===== src/design/utwk_pkg.sv =====
package utwk_pkg;

    // Default table depths
    localparam int GLYPH_ENTRIES_DEF = 256;
    localparam int KERN_ENTRIES_DEF  = 256;

    // Field widths
    localparam int CODE_W  = 21;
    localparam int ADV_W   = 16;
    localparam int SUM_W   = 32;
    localparam int BYTE_W  = 8;
    localparam int SLOT_W  = 8;

    // Saturation limits of the Q20.12 sum
    localparam logic [SUM_W-1:0] SUM_MAX = {1'b0, {(SUM_W-1){1'b1}}};
    localparam logic [SUM_W-1:0] SUM_MIN = {1'b1, {(SUM_W-1){1'b0}}};

    // UTF-8 lead and continuation byte patterns
    localparam logic [BYTE_W-1:0] ASCII_MASK = 8'h80;
    localparam logic [BYTE_W-1:0] LEAD2_MASK = 8'hE0;
    localparam logic [BYTE_W-1:0] LEAD2_TAG  = 8'hC0;
    localparam logic [BYTE_W-1:0] LEAD2_BITS = 8'h1F;
    localparam logic [BYTE_W-1:0] LEAD3_MASK = 8'hF0;
    localparam logic [BYTE_W-1:0] LEAD3_TAG  = 8'hE0;
    localparam logic [BYTE_W-1:0] LEAD3_BITS = 8'h0F;
    localparam logic [BYTE_W-1:0] LEAD4_MASK = 8'hF8;
    localparam logic [BYTE_W-1:0] LEAD4_TAG  = 8'hF0;
    localparam logic [BYTE_W-1:0] LEAD4_BITS = 8'h07;
    localparam logic [BYTE_W-1:0] CONT_BITS  = 8'h3F;

    // Item function codes
    typedef enum logic [1:0] {
        FUNC_TEXT  = 2'd0,
        FUNC_GLYPH = 2'd1,
        FUNC_KERN  = 2'd2,
        FUNC_CLEAR = 2'd3
    } t_func;

    typedef struct packed {
        t_func                    func;
        logic [BYTE_W-1:0]        text_byte;
        logic                     last_byte;
        logic [SLOT_W-1:0]        slot;
        logic [CODE_W-1:0]        first_code;
        logic [CODE_W-1:0]        second_code;
        logic signed [ADV_W-1:0]  advance_value;
    } t_in_item;

    typedef struct packed {
        logic signed [SUM_W-1:0]  text_width;
        logic                     width_saturated;
    } t_out_item;

    // Controller to datapath commands
    typedef struct packed {
        logic load;
        logic exec;
        logic scan_clr;
        logic scan_k;
        logic scan_g;
        logic add;
        logic set_prev;
        logic emit;
    } t_cmd;

    // Datapath to controller status
    typedef struct packed {
        t_func func;
        logic  last;
        logic  acct;
        logic  prev_nz;
        logic  k_hit;
        logic  g_hit;
        logic  k_end;
        logic  g_end;
    } t_sts;

endpackage


===== src/design/utwk_ctrl.sv =====
module utwk_ctrl (
    input  logic            i_clk,
    input  logic            i_rst_n,
    input  logic            i_start,
    input  utwk_pkg::t_sts  i_sts,
    output utwk_pkg::t_cmd  o_cmd,
    output logic            o_busy
);

    typedef enum logic [4:0] {
        ST_IDLE   = 5'b00001,
        ST_EXEC   = 5'b00010,
        ST_KSCAN  = 5'b00100,
        ST_GSCAN  = 5'b01000,
        ST_FINISH = 5'b10000
    } t_state;

    t_state r_state;
    t_state n_state;

    // Sequence one item: decode or table write, kerning scan, glyph scan, result
    always_comb begin
        n_state = r_state;
        o_cmd   = '0;
        case (r_state)
            ST_IDLE: begin
                o_cmd.load = i_start;
                if (i_start) begin
                    n_state = ST_EXEC;
                end
            end
            ST_EXEC: begin
                o_cmd.exec     = 1'b1;
                o_cmd.scan_clr = 1'b1;
                if (i_sts.func != utwk_pkg::FUNC_TEXT) begin
                    n_state = ST_IDLE;
                end else if (i_sts.acct) begin
                    n_state = i_sts.prev_nz ? ST_KSCAN : ST_GSCAN;
                end else if (i_sts.last) begin
                    n_state = ST_FINISH;
                end else begin
                    n_state = ST_IDLE;
                end
            end
            ST_KSCAN: begin
                o_cmd.scan_k = 1'b1;
                if (i_sts.k_hit || i_sts.k_end) begin
                    o_cmd.add      = i_sts.k_hit;
                    o_cmd.scan_clr = 1'b1;
                    n_state        = ST_GSCAN;
                end
            end
            ST_GSCAN: begin
                o_cmd.scan_g = 1'b1;
                if (i_sts.g_hit || i_sts.g_end) begin
                    o_cmd.add      = i_sts.g_hit;
                    o_cmd.set_prev = 1'b1;
                    n_state        = i_sts.last ? ST_FINISH : ST_IDLE;
                end
            end
            ST_FINISH: begin
                o_cmd.emit = 1'b1;
                n_state    = ST_IDLE;
            end
            default: begin
                n_state = ST_IDLE;
            end
        endcase
    end

    always_ff @(posedge i_clk) begin
        if (!i_rst_n) begin
            r_state <= ST_IDLE;
        end else begin
            r_state <= n_state;
        end
    end

    assign o_busy = (r_state != ST_IDLE);

endmodule


===== config.mk =====
export PLATFORM = sky130hd
export DESIGN_NAME = utwk_ctrl
export DESIGN_NICKNAME = d
export VERILOG_FILES = /design/src/design/utwk_pkg.sv /design/src/design/utwk_ctrl.sv
export SDC_FILE = /design/constraint.sdc
export NUM_CORES = 1
export LEC_CHECK = 0
export ABC_AREA = 1
export BUFFER_PORTS_ARGS = -buffer_cell sky130_fd_sc_hd__buf_2
export CAP_MARGIN = 20
export CELL_PAD_IN_SITES_DETAIL_PLACEMENT = 1
export CELL_PAD_IN_SITES_GLOBAL_PLACEMENT = 1
export CORE_MARGIN = 2
export CORE_UTILIZATION = 24
export DETAILED_ROUTE_END_ITERATION = 10
export PLACE_DENSITY = 0.69
export SLEW_MARGIN = 20
export SYNTH_ARGS = -nofsm -noshare
export SYNTH_HDL_FRONTEND = slang
export SYNTH_SLANG_ARGS = --single-unit

===== constraint.sdc =====
create_clock -name i_clk -period 0.92 [get_ports i_clk]
set_input_delay 0.184 -clock i_clk [delete_from_list [all_inputs] [get_ports i_clk]]
set_output_delay 0.184 -clock i_clk [all_outputs]
set_load 0.03 [all_outputs]

### After elaboration in Yosys (flattened, before gate mapping)

Cells that the tools add are included.

| word-level totals | value |
|---|---|
| register bits | 5 |
| bits of input ports | 12 |
| output and inout port bits | 9 |
| logic and storage cells | 33 |

| operators by class | value |
|---|---|
| equal/unequal tests | 9 |
| mux-type cells | 19 |
| reductions and logical operators | 4 |

Operators with widths:

| operator | number |
|---|---|
| 2-to-1 mux 5 bit | 6 |
| case mux 5 bit (4 select lines) | 1 |
| 2-to-1 mux 1 bit | 8 |
| != test 2 bit, second input constant | 3 |
| == test 5 x 1 -> 1 bit, second input constant | 1 |
| == test 5 x 2 -> 1 bit, second input constant | 1 |
| == test 5 x 3 -> 1 bit, second input constant | 1 |
| == test 5 x 4 -> 1 bit, second input constant | 1 |
| == test 5 bit, second input constant | 1 |
| != test 5 x 1 -> 1 bit, second input constant | 1 |
| 2-to-1 mux 4 bit | 1 |
| case mux 1 bit (2 select lines) | 2 |
| AND reduction 3 bit | 1 |
| logical OR 1 bit | 2 |
| 2-to-1 mux 2 bit | 1 |
| nonzero test 2 bit | 1 |

### Logic depth before layout (Yosys ltp)

Gate-level depths: netlist (run 1).

| logic depth | value |
|---|---|
| depth in word-level cells | 4 |
| gate-level depth with buffers | 9 |
| mapped depth without buffers | 9 |

### Least setup slack after synthesis (run 1)

Ideal clock, no wire load.

| path | value |
|---|---|
| path type | register -> output |
| start | register r_state[1] |
| end | output o_cmd[5] in the netlist's numbering |
| arrival time | 1.323 ns |
| data required time | 0.736 ns |
| path slack | -0.587 ns |
| stages on the path, launching flop included | 6 |
| buffers on the path | 0 |
| cell sequence | dfxtp_1 -> inv_2 -> nand2_2 -> nor2_4 -> nand2_1 -> o21ai_0 |

RTL lines:

| element | line | RTL |
|---|---|---|
| from (decl) | utwk_ctrl.sv:18 | `t_state r_state;` |
| from (signal assigned) | utwk_ctrl.sv:75 | `r_state <= n_state;` |
| to (decl) | utwk_ctrl.sv:6 | `output utwk_pkg::t_cmd o_cmd,` |

==> results of run 1 <==
## synthesized netlist by cell type
| cell type | count | area share [%] |
|---|---|---|
| dfxtp_1 | 5 | 24 |
| nand3_1 | 3 | 3.6 |
| inv_2 | 3 | 2.7 |
| inv_1 | 13 | 12 |
| nand2_1 | 17 | 15 |
| nor2_4 | 1 | 2.7 |
| a21oi_1 | 1 | 1.2 |
| nor2_2 | 3 | 4.5 |
| nand3_2 | 1 | 2.4 |
| nand4_1 | 3 | 4.5 |
| nand2_2 | 3 | 4.5 |
| nor3_1 | 2 | 2.4 |
| o21ai_0 | 4 | 4.8 |
| o22ai_1 | 1 | 1.5 |
| nor2_1 | 15 | 14 |
## kinds of logic (layout without fill, tap and decap cells)
group	count (synthesis)	in the layout	share of synthesized area, %
and+or+nand+nor	48	48	53.8
DFF	5	5	24.2
buffers and inverters	16	67	14.5
AOI/OAI and AO/OA	6	6	7.55
## cell type report
cell class,instances,area [µm²]
fillers,210,672
well taps,17,21.3
repair buffers,47,375
clock buffers,4,26.3
flip-flops and latches,5,111
inverters,16,75.1
multi-input cells,54,389
## stage by stage
step / cells / setup slack, ns
finish: 143 / -0.571
global route: 143 / -0.645
CTS: 138 / -0.549
detailed placement: 121 / -0.352
global placement: 121 / -0.313
floorplan: 75 / -0.261
## per-layer routing
| metal | GRT usage (%) | vias up |
|---|---|---|
| met5 | 0 | - |
| met4 | 7.06 | 0 |
| met3 | 4.76 | 6 |
| met2 | 35.2 | 12 |
| met1 | 25.0 | 302 |
| li1 | - | 331 |
## worst max-delay path, stage by stage, from the launching register on
cell and delay (ns):
dfxtp_2 0.32, inv_2 0.08, nand2_4 0.06, nor2_4 0.17, nand2_4 0.10, clkinvlp_4 0.09, nand2_2 0.07, nand2_4 0.05
buf_6 0.12
## worst paths after layout
| check | from | end | slack (ns) | cells after the start |
|---|---|---|---|---|
| max | r_state[0] | o_cmd[2] | -0.57 | 8 |
| min | i_rst_n | r_state[0] | 0.18 | 2 |
| max reg2reg | r_state[0] | r_state[0] | -0.48 | 11 |
| min reg2reg | r_state[2] | r_state[0] | 0.69 | 3 |
## repair_timing
item / 4_1_cts / 5_1_grt
endpoints found under the setup margin: 14 / 14
resized for setup: 31 / 11
setup buffers: 14 / 7
pin swaps: 12 / 7
## power by group
group          switching [W]  internal (W)
clock              0.0000850      0.000164
sequential         0.0000210      0.000238
combinational       0.000389      0.000363
==> results.py, run 1 <==
metrics = {
    "yosys": {
        "yosysWarningCount": 0,
        "synth_area_per_cell_um2": 5.52,
        "yosysSeqAreaShare_pct": 24.2,
        "ys_ff_latch": 5,
        "synthDistinctLibCells": 15,
        "synth_fp_nets": 87,
        "synth_area_um2": 414,
        "synthCells": 75,
    },
    "layout": {
        "regMostFlops": "r_state",
        "largestRegisters": "r_state x5",
        "final_cell_mix": "21 x buf_4, 14 x buf_6, 12 x buf_2, 10 x nand2_1, 9 x nor2_1",
        "largest_reg_flops": 5,
        "fin_area_um2": 998,
        "final_layout_size_suffix_gt1_share_pct": 69.0,
        "nets": 139,
        "antenna_cells": 0,
        "fin_util_pct": 59.8,
        "final_common_cell": "buf_4",
        "syn_to_final_growth_pct": 141,
    },
    "grt": {
        "grt_max_degree": 5,
        "grt_pass1_vias": 680,
        "antenna_found_initial": 0,
        "overflow": 0,
        "grt_pass1_wl_um": 2950,
        "grt_usage_pct": 20.6,
    },
    "routing": {
        "drt_iter0_drc": 7,
        "wl_met2_um": 1090,
        "drtAntennaViolNets": 0,
        "drc_errors": 0,
        "top_layer": "met4",
        "dr_wl_met3_um": 21,
        "wl_met1_um": 827,
        "via_count": 651,
        "viasPerCell": 4.55,
        "drtPass1Iterations": 4,
        "wl_um": 2010,
        "drt-wirelength-per-cell_um": 14.0,
    },
    "floorplan": {
        "die_w_um": 45.5,
        "rows": 15,
        "initial_core_util_pct": 24.8,
        "ios": 21,
        "coreArea_um2": 1670,
        "die_h_um": 45.5,
        "die-area_um2": 2070,
    },
    "run": {
        "cap_violations": 0,
    },
    "clock_tree": {
        "cts-buffers-inserted": 3,
        "clk_latency_ns": 0.24,
        "hold_buffers": 0,
        "cts-htree-levels": 1,
        "clkTransAtPathRegs_ns": 0.04,
        "clockBufferDepth": 2,
        "cts-root-buf": "clkbuf_4",
        "cts_tree": "yes",
        "clkSinkCount": 5,
    },
    "critical_path": {
        "crit_required_ns": 0.74,
        "crit_arrival_ns": 1.31,
        "endpoint_kind": "output port",
        "cp_max_fo": 4,
        "startpoint_type": "flop",
        "crit_type": "flop to output port",
    },
    "timing": {
        "fin_crit_sh_pct": 162,
        "fin_crit_ns": 1.49,
        "fmax_mhz": 671,
        "rsz0062_at_grt": "true",
        "fin_skew_ns": 0.00449,
        "drv_slew": 0,
        "setup_slack_ns": -0.571,
        "hold_violations": 0,
        "finalSetupTns_ns": -6.55,
        "holdWs_ns": 0.177,
        "setup_viol": 14,
        "slew_headroom_pct": 82.0,
        "tightest_slew_ns": 0.270,
    },
    "pwr": {
        "leakagePower_nw": 0.503,
        "powerDensity_nw_per_um2": 1260,
        "max-vdd-ir-drop_uv": 1190,
        "total_power_w": 0.00126,
    },
    "placed_design": {
        "place_area_um2": 679,
        "dp_hpwl_um": 1150,
        "port_buffers": 20,
        "gp_congestion": 0.764,
    },
    "run_status": {
        "status": "finished, violations left",
        "violations": "negative setup slack",
    },
    "hold_path": {
        "min_path_type": "primary input to flop",
    },
}
(Power assumes the default switching activity.)
==> inputs of run 2 (changes only) <==
--- a/constraint.sdc
+++ b/constraint.sdc
@@ -3,2 +3,2 @@
 set_output_delay 0.184 -clock i_clk [all_outputs]
-set_load 0.03 [all_outputs]
+set_load 0.005 [all_outputs]
==> run 2 against run 1 <==
The run still ends with negative setup slack left. Clock power grew 6%. Critical path depth is the same. Final area shrank 23%. Largest cell class unchanged. Largest power group unchanged.
==> results.py, run 2 (synthesis results as in run 1) <==
metrics = {
    "clock_tree": {
        "cts-buffers-inserted": 3,
        "clockBufferDepth": 2,
        "cts-root-buf": "clkbuf_4",
        "clk_latency_ns": 0.25,
        "clkTransAtPathRegs_ns": 0.05,
        "clkSinkCount": 5,
        "cts-htree-levels": 1,
        "cts_tree": "yes",
    },
    "routing": {
        "drc_errors": 0,
        "wl_um": 1530,
        "drtPass1Iterations": 4,
        "viasPerCell": 4.52,
        "drtAntennaViolNets": 0,
        "via_count": 587,
        "drt_iter0_drc": 2,
        "drt-wirelength-per-cell_um": 11.8,
    },
    "layout": {
        "fin_util_pct": 45.8,
        "n_fill_cell": 228,
        "largestRegisters": "r_state x5",
        "final_cell_mix": "20 x buf_2, 14 x nand2_1, 12 x nor2_1, 12 x buf_4, 8 x inv_1",
        "nets": 126,
        "largest_reg_flops": 5,
        "syn_to_final_growth_pct": 84.6,
        "final_layout_size_suffix_gt1_share_pct": 60.2,
        "regMostFlops": "r_state",
        "antenna_cells": 0,
        "final_common_cell": "buf_2",
    },
    "timing": {
        "fin_crit_sh_pct": 150,
        "tightest_slew_ns": 0.276,
        "fin_skew_ns": 0.00658,
        "fin_crit_ns": 1.38,
        "fmax_mhz": 726,
        "slew_headroom_pct": 81.6,
        "setup_viol": 14,
        "rsz0062_at_grt": "true",
        "finalSetupTns_ns": -4.97,
        "setup_slack_ns": -0.458,
        "hold_violations": 0,
        "holdWs_ns": 0.146,
        "drv_slew": 0,
    },
    "run": {
        "cap_violations": 0,
    },
    "run_status": {
        "violations": "negative setup slack",
        "status": "finished, violations left",
    },
    "floorplan": {
        "die_w_um": 45.5,
        "rows": 15,
        "initial_core_util_pct": 24.8,
        "ios": 21,
        "die-area_um2": 2070,
        "coreArea_um2": 1670,
        "die_h_um": 45.5,
    },
    "pwr": {
        "max-vdd-ir-drop_uv": 756,
        "leakagePower_nw": 0.415,
        "powerDensity_nw_per_um2": 1280,
        "total_power_w": 0.000982,
    },
    "placed_design": {
        "post-place-ws_ns": -0.264,
        "dp_hpwl_um": 1160,
        "gp_congestion": 0.756,
        "port_buffers": 20,
    },
    "critical_path": {
        "endpoint_kind": "output port",
        "crit_required_ns": 0.74,
        "startpoint_type": "flop",
        "cp_max_fo": 3,
        "crit_arrival_ns": 1.19,
        "crit_type": "flop to output port",
    },
    "grt": {
        "antenna_found_initial": 0,
        "grt_max_degree": 5,
        "grt_pass1_wl_um": 2520,
        "grt_usage_pct": 17.3,
        "grt_pass1_vias": 595,
        "overflow": 0,
    },
    "hold_path": {
        "min_path_type": "primary input to flop",
    },
}
## run 2: what timing repair did
action	CTS	global route
gates resized for setup	11	13
endpoints found under the hold margin	0	0
pin swaps	8	4
setup buffers	8	1
hold buffers	0	0
setup endpoints to repair	13	14
gates cloned	0	0
## run 2: cell type report
type | instances | area [µm²] | area share [%]
Timing Repair Buffer | 34 | 213 | 27.8
Clock buffer | 4 | 26.3 | 3.44
Tap cell | 17 | 21.3 | 2.78
Inverter | 16 | 67.6 | 8.84
Sequential cell | 5 | 111 | 14.6
Multi-Input combinational cell | 54 | 325 | 42.6
## run 2: per-layer routing
metal,wire length [µm],part of all wire (%),GRT usage (%),vias to the layer above
li1,-,-,-,308
met1,622,41,20.5,270
met2,863,56,30.7,5
met3,15,0.98,1.19,4
met4,33,2.2,8.82,0
met5,0,0,0,-
## run 2: worst paths after layout
check,to,cells after the start,slack [ns],start
min reg2reg,r_state[2],3,0.62,r_state[3]
max reg2reg,r_state[3],10,-0.30,r_state[0]
max,o_cmd[2],8,-0.46,r_state[0]
min,r_state[0],2,0.15,i_rst_n
## run 2: worst max-delay path: stages (launching register included)
cell and delay (ns):
dfxtp_2 0.33, inv_2 0.08, nand2_4 0.06, nor2_4 0.11
nand2_2 0.09, inv_2 0.06, nand2_1 0.04, nand2_1 0.05
buf_2 0.10
## run 2: power by group
part	leakage [nW]	switching [W]	internal (W)
clock	0.0150	0.0000998	0.000165
combinational	0.357	0.000231	0.000223
sequential	0.0431	0.0000241	0.000240
## run 2: through the flow
step | cells | area (µm²)
after floorplan | 75 | 432
after CTS | 130 | 714
final | 130 | 764
after global routing | 130 | 764
after global placement | 118 | 598
after detailed placement | 118 | 598
